===== config.mk =====
export PLATFORM = sky130hd
export DESIGN_NAME = gprs_ns_pdu_handler
export DESIGN_NICKNAME = d
export VERILOG_FILES = /design/src/gprsns_pkg.sv /design/src/gprsns_parser.sv /design/src/gprsns_emitter.sv /design/src/gprs_ns_pdu_handler.sv
export SDC_FILE = /design/constraint.sdc
export NUM_CORES = 1
export LEC_CHECK = 0
export ABC_AREA = 1
export BUFFER_PORTS_ARGS = -buffer_cell sky130_fd_sc_hd__buf_2
export CAP_MARGIN = 20
export CORE_ASPECT_RATIO = 2
export CORE_MARGIN = 3
export CORE_UTILIZATION = 59
export CTS_CLUSTER_DIAMETER = 40
export DETAILED_ROUTE_END_ITERATION = 12
export GPL_ROUTABILITY_DRIVEN = 0
export PLACE_DENSITY = 0.77
export REMOVE_ABC_BUFFERS = 1
export SYNTH_ARGS = -nofsm -noshare
export SYNTH_HDL_FRONTEND = slang
export SYNTH_HIERARCHICAL = 1
export SYNTH_SLANG_ARGS = --single-unit

===== constraint.sdc =====
create_clock -name clk -period 6.6 [get_ports clk]
set_clock_uncertainty 0.05 [all_clocks]
set_input_delay 0.33 -clock clk [delete_from_list [all_inputs] [get_ports clk]]
set_output_delay 0.33 -clock clk [all_outputs]
set_load 0.1 [all_outputs]

===== src/gprsns_pkg.sv =====
// Shared types, codes and reply tables of the GPRS network-service PDU handler.
`default_nettype none

package gprsns_pkg;

	// PDU type codes.
	localparam logic [7:0] T_UNITDATA    = 8'h00;
	localparam logic [7:0] T_RESET       = 8'h02;
	localparam logic [7:0] T_RESET_ACK   = 8'h03;
	localparam logic [7:0] T_UNBLOCK     = 8'h06;
	localparam logic [7:0] T_UNBLOCK_ACK = 8'h07;
	localparam logic [7:0] T_ALIVE       = 8'h0A;
	localparam logic [7:0] T_ALIVE_ACK   = 8'h0B;

	// Information element tags and the identifier length.
	localparam logic [7:0] TAG_CIRCUIT = 8'h01;
	localparam logic [7:0] TAG_ENTITY  = 8'h02;
	localparam logic [7:0] TAG_SDU     = 8'h04;
	localparam logic [7:0] ID_LEN      = 8'h02;

	// Configuration register indexes.
	localparam logic CFG_ENTITY_ID  = 1'b0;
	localparam logic CFG_CIRCUIT_ID = 1'b1;

	// Result sequence positions: payload, reply bytes one through nine, status.
	localparam logic [3:0] STEP_PAYLOAD = 4'd0;
	localparam logic [3:0] STEP_REPLY0  = 4'd1;
	localparam logic [3:0] STEP_STATUS  = 4'd10;

	typedef enum logic [1:0] {
		KIND_PAYLOAD = 2'd0,
		KIND_REPLY   = 2'd1,
		KIND_STATUS  = 2'd2
	} kind_t;

	typedef enum logic [2:0] {
		OUT_NO_REPLY = 3'd0,
		OUT_REPLIED  = 3'd1,
		OUT_SDU_OK   = 3'd2,
		OUT_SDU_BAD  = 3'd3,
		OUT_UNKNOWN  = 3'd4
	} outcome_t;

	typedef enum logic [2:0] {
		REPLY_NONE        = 3'd0,
		REPLY_RESET_ACK   = 3'd1,
		REPLY_UNBLOCK     = 3'd2,
		REPLY_UNBLOCK_ACK = 3'd3,
		REPLY_ALIVE_ACK   = 3'd4
	} reply_t;

	typedef enum logic [4:0] {
		PH_TYPE   = 5'b00001,
		PH_TAG    = 5'b00010,
		PH_LEN    = 5'b00100,
		PH_VALUE  = 5'b01000,
		PH_IGNORE = 5'b10000
	} phase_t;

	// Everything the result side needs to replay the results of one item.
	// Counters are the values before the PDU end; the inc flags give the update.
	typedef struct packed {
		logic        has_payload;
		logic [7:0]  payload;
		reply_t      reply_sel;
		logic        has_status;
		outcome_t    outcome;
		logic        pre_alive;
		logic        post_alive;
		logic [31:0] rx_frames;
		logic [31:0] tx_frames;
		logic [31:0] rx_alives;
		logic [31:0] tx_alives;
		logic        inc_rx_frame;
		logic        inc_tx_frame;
		logic        inc_rx_alive;
		logic        inc_tx_alive;
	} job_t;

	function automatic logic [3:0] reply_len(input reply_t sel);
		logic [3:0] len;
		unique case (sel)
			REPLY_RESET_ACK:   len = 4'd9;
			REPLY_UNBLOCK:     len = 4'd1;
			REPLY_UNBLOCK_ACK: len = 4'd1;
			REPLY_ALIVE_ACK:   len = 4'd1;
			default:           len = 4'd0;
		endcase
		return len;
	endfunction

	// Byte at position pos (one-based) of the reply selected by sel.
	function automatic logic [7:0] reply_byte(input reply_t sel, input logic [3:0] pos,
			input logic [15:0] entity_id, input logic [15:0] circuit_id);
		logic [7:0] b;
		b = 8'h00;
		unique case (sel)
			REPLY_RESET_ACK: begin
				unique case (pos)
					4'd1:    b = T_RESET_ACK;
					4'd2:    b = TAG_CIRCUIT;
					4'd3:    b = ID_LEN;
					4'd4:    b = circuit_id[15:8];
					4'd5:    b = circuit_id[7:0];
					4'd6:    b = TAG_ENTITY;
					4'd7:    b = ID_LEN;
					4'd8:    b = entity_id[15:8];
					4'd9:    b = entity_id[7:0];
					default: b = 8'h00;
				endcase
			end
			REPLY_UNBLOCK:     b = T_UNBLOCK;
			REPLY_UNBLOCK_ACK: b = T_UNBLOCK_ACK;
			REPLY_ALIVE_ACK:   b = T_ALIVE_ACK;
			default:           b = 8'h00;
		endcase
		return b;
	endfunction

endpackage

`default_nettype wire


===== src/gprsns_parser.sv =====
// PDU parser: element walk, connection state, counters and the per-item result job.
`default_nettype none

module gprsns_parser (
	input  logic                clk,
	input  logic                arst_n,
	input  logic                proc_en,
	input  logic                mode,
	input  logic [7:0]          data_byte,
	input  logic                last_byte,
	output gprsns_pkg::job_t    job,
	output logic                job_any
);
	import gprsns_pkg::*;

	phase_t      phase_q, phase_n;
	logic [7:0]  kind_q, kind_n;
	logic [7:0]  left_q, left_n;
	logic [7:0]  left_dec;
	logic        match_q, match_n;
	logic        sdu_done_q, sdu_done_n;
	logic        alive_q, alive_n;
	logic [31:0] rx_frames_q, tx_frames_q, rx_alives_q, tx_alives_q;

	assign left_dec = left_q - 8'd1;

	always_comb begin
		phase_n    = phase_q;
		kind_n     = kind_q;
		left_n     = left_q;
		match_n    = match_q;
		sdu_done_n = sdu_done_q;
		alive_n    = alive_q;

		job.has_payload  = 1'b0;
		job.payload      = data_byte;
		job.reply_sel    = REPLY_NONE;
		job.has_status   = 1'b0;
		job.outcome      = OUT_NO_REPLY;
		job.pre_alive    = alive_q;
		job.rx_frames    = rx_frames_q;
		job.tx_frames    = tx_frames_q;
		job.rx_alives    = rx_alives_q;
		job.tx_alives    = tx_alives_q;
		job.inc_rx_frame = 1'b0;
		job.inc_tx_frame = 1'b0;
		job.inc_rx_alive = 1'b0;
		job.inc_tx_alive = 1'b0;

		if (mode) begin
			alive_n = 1'b1;
		end else begin
			if (phase_q == PH_TYPE) begin
				kind_n     = data_byte;
				phase_n    = (data_byte == T_UNITDATA) ? PH_TAG : PH_IGNORE;
				left_n     = 8'd0;
				match_n    = 1'b0;
				sdu_done_n = 1'b0;
			end else if (kind_q == T_UNITDATA) begin
				unique case (phase_q)
					PH_TAG: begin
						match_n = (data_byte == TAG_SDU);
						phase_n = PH_LEN;
					end
					PH_LEN: begin
						left_n = data_byte;
						if (match_q) begin
							if (data_byte == 8'd0) begin
								sdu_done_n = 1'b1;
								phase_n    = PH_IGNORE;
							end else begin
								phase_n = PH_VALUE;
							end
						end else begin
							phase_n = (data_byte == 8'd0) ? PH_TAG : PH_VALUE;
						end
					end
					PH_VALUE: begin
						job.has_payload = match_q;
						left_n          = left_dec;
						if (left_dec == 8'd0) begin
							if (match_q) begin
								sdu_done_n = 1'b1;
								phase_n    = PH_IGNORE;
							end else begin
								phase_n = PH_TAG;
							end
						end
					end
					default: begin
					end
				endcase
			end

			if (last_byte) begin
				job.has_status   = 1'b1;
				job.inc_rx_frame = 1'b1;
				unique case (kind_n)
					T_RESET: begin
						alive_n       = 1'b0;
						job.reply_sel = REPLY_RESET_ACK;
						job.outcome   = OUT_REPLIED;
					end
					T_RESET_ACK: begin
						alive_n       = 1'b0;
						job.reply_sel = REPLY_UNBLOCK;
						job.outcome   = OUT_REPLIED;
					end
					T_UNBLOCK: begin
						alive_n       = 1'b1;
						job.reply_sel = REPLY_UNBLOCK_ACK;
						job.outcome   = OUT_REPLIED;
					end
					T_UNBLOCK_ACK: begin
						alive_n = 1'b1;
					end
					T_ALIVE: begin
						job.inc_rx_alive = 1'b1;
						job.inc_tx_alive = 1'b1;
						job.reply_sel    = REPLY_ALIVE_ACK;
						job.outcome      = OUT_REPLIED;
					end
					T_ALIVE_ACK: begin
						job.inc_rx_alive = 1'b1;
					end
					T_UNITDATA: begin
						job.outcome = sdu_done_n ? OUT_SDU_OK : OUT_SDU_BAD;
					end
					default: begin
						job.outcome = OUT_UNKNOWN;
					end
				endcase
				job.inc_tx_frame = (job.reply_sel != REPLY_NONE);
				phase_n    = PH_TYPE;
				left_n     = 8'd0;
				match_n    = 1'b0;
				sdu_done_n = 1'b0;
			end
		end
		job.post_alive = alive_n;
	end

	assign job_any = !mode && (job.has_payload || last_byte);

	always_ff @(posedge clk or negedge arst_n) begin
		if (!arst_n) begin
			phase_q     <= PH_TYPE;
			kind_q      <= 8'd0;
			left_q      <= 8'd0;
			match_q     <= 1'b0;
			sdu_done_q  <= 1'b0;
			alive_q     <= 1'b0;
			rx_frames_q <= 32'd0;
			tx_frames_q <= 32'd0;
			rx_alives_q <= 32'd0;
			tx_alives_q <= 32'd0;
		end else if (proc_en) begin
			phase_q     <= phase_n;
			kind_q      <= kind_n;
			left_q      <= left_n;
			match_q     <= match_n;
			sdu_done_q  <= sdu_done_n;
			alive_q     <= alive_n;
			rx_frames_q <= rx_frames_q + {31'd0, job.inc_rx_frame};
			tx_frames_q <= tx_frames_q + {31'd0, job.inc_tx_frame};
			rx_alives_q <= rx_alives_q + {31'd0, job.inc_rx_alive};
			tx_alives_q <= tx_alives_q + {31'd0, job.inc_tx_alive};
		end
	end

endmodule

`default_nettype wire


===== src/gprsns_emitter.sv =====
// Result register and sequencer that plays out the beats of one item's job.
`default_nettype none

module gprsns_emitter (
	input  logic             clk,
	input  logic             arst_n,
	input  logic             load,
	input  gprsns_pkg::job_t job_in,
	input  logic [15:0]      entity_id,
	input  logic [15:0]      circuit_id,
	output logic             take_ready,
	output logic             out_valid,
	input  logic             out_ready,
	output logic [1:0]       result_kind,
	output logic [7:0]       result_byte,
	output logic             last_result,
	output logic [2:0]       pdu_outcome,
	output logic             link_alive,
	output logic [31:0]      rx_frame_total,
	output logic [31:0]      tx_frame_total,
	output logic [31:0]      rx_alive_total,
	output logic [31:0]      tx_alive_total
);
	import gprsns_pkg::*;

	job_t       job_q;
	logic       busy_q;
	logic [3:0] step_q;
	logic [3:0] len_q;
	logic [3:0] len_in;
	logic [3:0] start_step;
	logic [3:0] next_step;
	logic       final_beat;
	logic       fire;
	logic       is_payload;

	assign len_in = reply_len(job_in.reply_sel);
	assign len_q  = reply_len(job_q.reply_sel);

	always_comb begin
		if (job_in.has_payload) begin
			start_step = STEP_PAYLOAD;
		end else if (len_in != 4'd0) begin
			start_step = STEP_REPLY0;
		end else begin
			start_step = STEP_STATUS;
		end
	end

	always_comb begin
		if (step_q == STEP_PAYLOAD) begin
			next_step = (len_q != 4'd0) ? STEP_REPLY0 : STEP_STATUS;
		end else if (step_q < len_q) begin
			next_step = step_q + 4'd1;
		end else begin
			next_step = STEP_STATUS;
		end
	end

	// A payload beat ends the job when the item carried no PDU end.
	assign final_beat = (step_q == STEP_STATUS) ||
		(step_q == STEP_PAYLOAD && !job_q.has_status);
	assign fire       = busy_q && out_ready;
	assign take_ready = !busy_q || (out_ready && final_beat);
	assign is_payload = (step_q == STEP_PAYLOAD);

	always_ff @(posedge clk or negedge arst_n) begin
		if (!arst_n) begin
			busy_q <= 1'b0;
			step_q <= STEP_PAYLOAD;
		end else if (load) begin
			busy_q <= 1'b1;
			step_q <= start_step;
		end else if (fire) begin
			if (final_beat) begin
				busy_q <= 1'b0;
			end else begin
				step_q <= next_step;
			end
		end
	end

	always_ff @(posedge clk) begin
		if (load) begin
			job_q <= job_in;
		end
	end

	always_comb begin
		out_valid = busy_q;
		if (is_payload) begin
			result_kind    = KIND_PAYLOAD;
			result_byte    = job_q.payload;
			last_result    = 1'b0;
			pdu_outcome    = OUT_NO_REPLY;
			link_alive     = job_q.pre_alive;
			rx_frame_total = job_q.rx_frames;
			tx_frame_total = job_q.tx_frames;
			rx_alive_total = job_q.rx_alives;
			tx_alive_total = job_q.tx_alives;
		end else begin
			if (step_q == STEP_STATUS) begin
				result_kind = KIND_STATUS;
				result_byte = 8'h00;
				last_result = 1'b1;
				pdu_outcome = job_q.outcome;
			end else begin
				result_kind = KIND_REPLY;
				result_byte = reply_byte(job_q.reply_sel, step_q, entity_id, circuit_id);
				last_result = 1'b0;
				pdu_outcome = OUT_NO_REPLY;
			end
			link_alive     = job_q.post_alive;
			rx_frame_total = job_q.rx_frames + {31'd0, job_q.inc_rx_frame};
			tx_frame_total = job_q.tx_frames + {31'd0, job_q.inc_tx_frame};
			rx_alive_total = job_q.rx_alives + {31'd0, job_q.inc_rx_alive};
			tx_alive_total = job_q.tx_alives + {31'd0, job_q.inc_tx_alive};
		end
	end

	// A new job is only taken when the result register is free or drains now.
	a_load_when_free: assert property (@(posedge clk) disable iff (!arst_n)
		load |-> take_ready)
		else $error("job loaded over a pending result");

	// The sequence position always names a beat that exists in the job.
	a_step_valid: assert property (@(posedge clk) disable iff (!arst_n)
		busy_q |-> (step_q == STEP_STATUS && job_q.has_status) ||
			(step_q == STEP_PAYLOAD && job_q.has_payload) ||
			(step_q >= STEP_REPLY0 && step_q <= len_q))
		else $error("result step outside its job");

	// A beat that is not the last one of a job leaves the job in place.
	a_no_early_drop: assert property (@(posedge clk) disable iff (!arst_n)
		(fire && !final_beat) |=> busy_q)
		else $error("job dropped before its final beat");

	// Replies are followed by a status, so reply beats never end a job.
	a_status_after_reply: assert property (@(posedge clk) disable iff (!arst_n)
		(busy_q && job_q.reply_sel != REPLY_NONE) |-> job_q.has_status)
		else $error("reply without a closing status");

endmodule

`default_nettype wire


===== src/gprs_ns_pdu_handler.sv =====
// Top level of the GPRS network-service PDU handler: input register, parser, result sequencer.
//
// Usage. PDU bytes enter on the input channel (in_valid/in_ready), one byte per
// beat, with last_byte on the final byte of each PDU; mode set instead forces the
// virtual connection alive and yields no result. Results leave on the output
// channel (out_valid/out_ready): forwarded SDU bytes, then at a PDU end any
// response bytes and one status beat with last_result set. Every result carries
// the connection state and the four wrapping counters.
// Path: an input beat is captured in the input register and then parsed into the
// result register, from which its first result is offered. Throughput is one input
// beat per cycle as long as each byte gives at most one result and the receiver
// takes every result; an item that gives r results holds the result register for r
// output beats (up to ten for a reset: nine reply bytes and the status), which sets
// the rate through the result sequencer. Items that give no result pass the parser
// without waiting for it.
// When the receiver stalls, the current result holds and input beats are still taken
// until one that gives a result waits in the input register, then in_ready drops.
// Reset clears the parse state, the connection (blocked), the counters and the
// identifier registers; entity_id (index 0) and circuit_id (index 1) are written
// through cfg_we, by the user only while the block is idle; the block does not enforce it.
`default_nettype none

module gprs_ns_pdu_handler (
	input  logic        clk,
	input  logic        arst_n,
	input  logic        cfg_we,
	input  logic        cfg_index,
	input  logic [15:0] cfg_data,
	input  logic        in_valid,
	output logic        in_ready,
	input  logic        mode,
	input  logic [7:0]  data_byte,
	input  logic        last_byte,
	output logic        out_valid,
	input  logic        out_ready,
	output logic [1:0]  result_kind,
	output logic [7:0]  result_byte,
	output logic        last_result,
	output logic [2:0]  pdu_outcome,
	output logic        link_alive,
	output logic [31:0] rx_frame_total,
	output logic [31:0] tx_frame_total,
	output logic [31:0] rx_alive_total,
	output logic [31:0] tx_alive_total
);
	import gprsns_pkg::*;

	logic [15:0] entity_id_q;
	logic [15:0] circuit_id_q;

	// Input register.
	logic        v_s1;
	logic        mode_s1;
	logic [7:0]  byte_s1;
	logic        last_s1;

	job_t        job;
	logic        job_any;
	logic        take_ready;
	logic        advance;

	// The held beat moves on when it produces no result or the result side is free.
	assign advance  = v_s1 && (!job_any || take_ready);
	assign in_ready = !v_s1 || advance;

	always_ff @(posedge clk or negedge arst_n) begin
		if (!arst_n) begin
			entity_id_q  <= 16'd0;
			circuit_id_q <= 16'd0;
		end else if (cfg_we) begin
			unique case (cfg_index)
				CFG_ENTITY_ID:  entity_id_q  <= cfg_data;
				CFG_CIRCUIT_ID: circuit_id_q <= cfg_data;
				default: begin
				end
			endcase
		end
	end

	always_ff @(posedge clk or negedge arst_n) begin
		if (!arst_n) begin
			v_s1 <= 1'b0;
		end else if (in_ready) begin
			v_s1 <= in_valid;
		end
	end

	always_ff @(posedge clk) begin
		if (in_valid && in_ready) begin
			mode_s1 <= mode;
			byte_s1 <= data_byte;
			last_s1 <= last_byte;
		end
	end

	gprsns_parser u_parser (
		.clk       (clk),
		.arst_n    (arst_n),
		.proc_en   (advance),
		.mode      (mode_s1),
		.data_byte (byte_s1),
		.last_byte (last_s1),
		.job       (job),
		.job_any   (job_any)
	);

	gprsns_emitter u_emitter (
		.clk            (clk),
		.arst_n         (arst_n),
		.load           (advance && job_any),
		.job_in         (job),
		.entity_id      (entity_id_q),
		.circuit_id     (circuit_id_q),
		.take_ready     (take_ready),
		.out_valid      (out_valid),
		.out_ready      (out_ready),
		.result_kind    (result_kind),
		.result_byte    (result_byte),
		.last_result    (last_result),
		.pdu_outcome    (pdu_outcome),
		.link_alive     (link_alive),
		.rx_frame_total (rx_frame_total),
		.tx_frame_total (tx_frame_total),
		.rx_alive_total (rx_alive_total),
		.tx_alive_total (tx_alive_total)
	);

endmodule

`default_nettype wire


==> results.txt <==
The tools report the buffer type at the clock tree root as clkbuf_16. The floorplan row count is 94, and the horizontal die dimension is 135 um. For this design the static power due to leakage is 10.1 nW. For this run the aggregate overflow at the end of global routing stands at 0. The share of flip-flops with an asynchronous set or reset after synthesis works out to 0.544. For the final layout net count, the log shows 2544. The run gives 0.599 as the starting utilization of the core area.

The cell area after layout is 22400 um^2, and the area of the core is 32900 um^2. The clock period minus worst slack was 4.16 ns; the number of DRC violations after detailed-routing iteration 0 was 1007. TritonCTS built the clock tree.

The number of hold violations in the final report was 0; the adder and majority gate portion of the synthesized area was 0.0146. The run finished with clean final reports. Worst hold path class: in2reg. The share of the synthesized area in compound gates (AO/OA/AOI/OAI) works out to 0.0388. The routed length per instance was 17.3 um; the power density normalized to cell area was 298 nW/um^2. The first-pass GRT wire length was 81600 um; the slew at the pin closest to its max-slew limit was 0.908 ns.

Data arrives at the worst endpoint at 3.78 ns. The combinational power share was 0.296; the number of flops mapped to enable cells by yosys was 159. The number of clock buffers added by TritonCTS is 34.

For the share of synthesized area occupied by flip-flops and latches, the log shows 0.483. The number of instances in the synthesized netlist came out at 2290. Setup repair after global routing left no endpoint under its margin. The run gives 35800 um^2 as the total die area. In this run the count of I/O pins placed on the die edge is 177. Final cycle utilization of the critical path: 0.631. The later pin in the worst-skew pair is clocked with a latency of 0.54 ns. The run gives 6.22 ns as the worst endpoint required time. The detailed-route DRC error count came out at 0. After clock tree synthesis, the clock-pin slew on the worst setup and hold paths is 0.07 ns. The number of antenna violations at the first check in global routing was 0; the worst reg2reg path depth was 18. The run gives 2 as the maximum level of the CTS H-tree.

The synthesized-area fraction occupied by xor and xnor cells came out at 0.0985. Once placement finished, the instance area stood at 20900 um^2. The final-report max-slew violation count is 0.

Relative to the synthesized area, the layout overhead comes to 13.5%. Cell internal power was estimated by the tool at 4.06 mW. For the pin count of the biggest net entering global routing, the log shows 105.

The share of layout cells above drive strength 1 works out to 0.150. Total iterations of the first detailed-routing run: 5. Fill cells in the final layout number 2609. The tools report the capturing element type of the critical path as an output port. Global routing usage summed across all routing layers: 0.286. The run gives 16930 as the number of global-route vias before repair.

For this run, the leading register cell type out of synthesis is dfrtp_1. Switching power share of the total: 0.392. The most common library cell in the layout ignoring fill and taps was nand2_1. After detailed placement, the design holds a cell count of 2857. The worst hold path passes through 4 cells. Via count normalized by instance count: 5.59. The routed layout has 16478 vias.

The tool flagged a number of max-cap violations equal to 0. Static timing analysis puts the maximum clock frequency at 240 MHz. The logs give 0.394 for the worst slew margin relative to its limit and 57 for the count of unique library cells instantiated by Yosys. The repair_antennas step left the layout with diodes totalling 0.

The relative contribution of the clock network to total power came out at 0.307. The critical path is of the reg2out type. Final number of setup-violating endpoints: 0. The sequential share of power was 0.397. Once detailed placement completed, the half-perimeter wirelength came to 37800 um. For the sum of routed wire length over all layers, the log shows 51000 um. The maximum count of clock buffers along a single path was 3. The register-to-register path setup slack is 2.60 ns, and the maximum fanout encountered on the critical timing path is 53. Synthesized-area fraction occupied by and/or/nand/nor cells: 0.299. The number of synthesized register bits is 349, and the total of buffers placed on input and output ports is 176. The analysis attributes to net switching a power of 2.62 mW. The detail route stage leaves a number of antenna-violating nets equal to 0. Summing every instance area after synthesis gives 19700 um^2.

Each instance of the synthesized netlist takes up on average 8.62 um^2. Once the clock tree was built, the setup fixing pass inserted 0 buffers. The multiplexer fraction of the synthesized cell area is 0, and the Yosys warning count is 6.

The critical path startpoint category was a flop. The final cell utilization of the core was 0.681. By area, the combinational part of the netlist is dominated by simple AND/OR/NAND/NOR gates.

For this design, the sink count on the clock tree is 349. The floorplan step set the die height to 265 um. In the layout the commonest cells are 593 x nand2_1, 247 x inv_1, 213 x nor2_1.

Once layout is complete, the cells apart from fillers number 2947. Across the VDD grid, the largest voltage drop is 0.385 mV. The worst hold slack is 0.102 ns.
[power by group through the flow]
stage | clock, mW | combinational [mW] | sequential (mW)
6_report | 2.05 | 1.98 | 2.65
4_1_cts | 2.09 | 1.97 | 2.65
3_3_place_gp | 0 | 1.90 | 2.68
3_5_place_dp | 0 | 1.94 | 2.69
5_1_grt | 2.17 | 2.13 | 2.68
2_1_floorplan | 0 | 1.53 | 2.68
[synth_stat cells (21+ instances only)]
cell type | count | area (um^2)
nand4_1 | 79 | 494
nor2_2 | 29 | 181
a21oi_1 | 25 | 125
inv_1 | 248 | 931
edfxtp_1 | 159 | 4770
nand3_1 | 128 | 641
nand2_2 | 21 | 131
xor2_1 | 145 | 1270
o21ai_0 | 79 | 395
xnor2_1 | 77 | 674
nor2_4 | 22 | 248
dfrtp_1 | 189 | 4730
nand2_1 | 593 | 2230
nor3_1 | 83 | 415
ha_1 | 23 | 288
nor2_1 | 213 | 800
[worst max-delay path, stage by stage, from the launching register on]
cell and delay (ns):
dfrtp_1 0.46, inv_1 0.11, ha_1 0.27, nand3_4 0.51, buf_4 0.54, nand4_4 0.17
nor2_2 0.18, nand3_2 0.11, nor2_2 0.14, nand2_2 0.10, clkinv_1 0.06, nand4_1 0.07
nand2_1 0.07, buf_2 0.42
[worst paths after layout]
check | to | startpoint
hold reg to reg | u_emitter/job_q[147]$_DFFE_PP_ | byte_s1[6]$_DFFE_PP_
max in group asynchronous | u_parser/rx_frames_q[16]$_DFFE_PN0P_ | arst_n
setup / recovery | rx_alive_total[16] | u_emitter/step_q[0]$_DFFE_PN0P_
setup reg to reg | u_parser/tx_frames_q[23]$_DFFE_PN0P_ | u_parser/phase_q[0]$_DFFE_PN1P_
hold / removal | u_emitter/out_valid$_DFFE_PN0P_ | out_ready
min in group asynchronous | u_parser/tx_alives_q[31]$_DFFE_PN0P_ | arst_n
[flip-flops by register name, summed over array words and instances (netlist names), 4 cells and up]
| signal | cells |
|---|---|
| byte_s1 | 8 |
| circuit_id_q | 16 |
| entity_id_q | 16 |
| u_emitter/job_q | 149 |
| u_emitter/step_q | 4 |
| u_parser/kind_q | 8 |
| u_parser/left_q | 8 |
| u_parser/phase_q | 5 |
| u_parser/rx_alives_q | 32 |
| u_parser/rx_frames_q | 32 |
| u_parser/tx_alives_q | 32 |
| u_parser/tx_frames_q | 32 |
[metal layers]
metal  global-route usage  share of wire
met1                0.275           0.33
met5                    0              0
met2                0.552           0.55
met4                0.189          0.073
met3               0.0344          0.047
[what timing repair did]
action | in CTS | in global routing
hold buffers | 28 | 0
endpoints found under the hold margin | 144 | 0
resized for setup | 0 | 0
[metrics by stage]
stage / setup TNS (ns) / setup slack, ns / power, mW
2_1_floorplan: -180.89 / -1.60 / 4.21
3_3_place_gp: 0 / 2.85 / 4.58
3_5_place_dp: 0 / 2.67 / 4.63
4_1_cts: 0 / 2.42 / 6.71
5_1_grt: 0 / 2.16 / 6.97
6_report: 0 / 2.44 / 6.68
[cells by family after synthesis]
| family | after synthesis |
|---|---|
| compound gates | 138 |
| fa+ha+maj | 23 |
| xor+xnor | 222 |
| buf+inv | 317 |
| flops | 349 |
| simple gates | 1241 |
[layout make-up]
type	count	area, um^2	area share
Tap cell	432	541	0.0241
Multi-Input combinational cell	1624	8910	0.398
Timing Repair Buffer	210	1210	0.0542
Clock buffer	45	997	0.0445
Sequential cell	349	9530	0.425
Inverter	270	1020	0.0457
Clock inverter	17	196	0.00876
No activity file was read; power rests on OpenSTA's default activity.
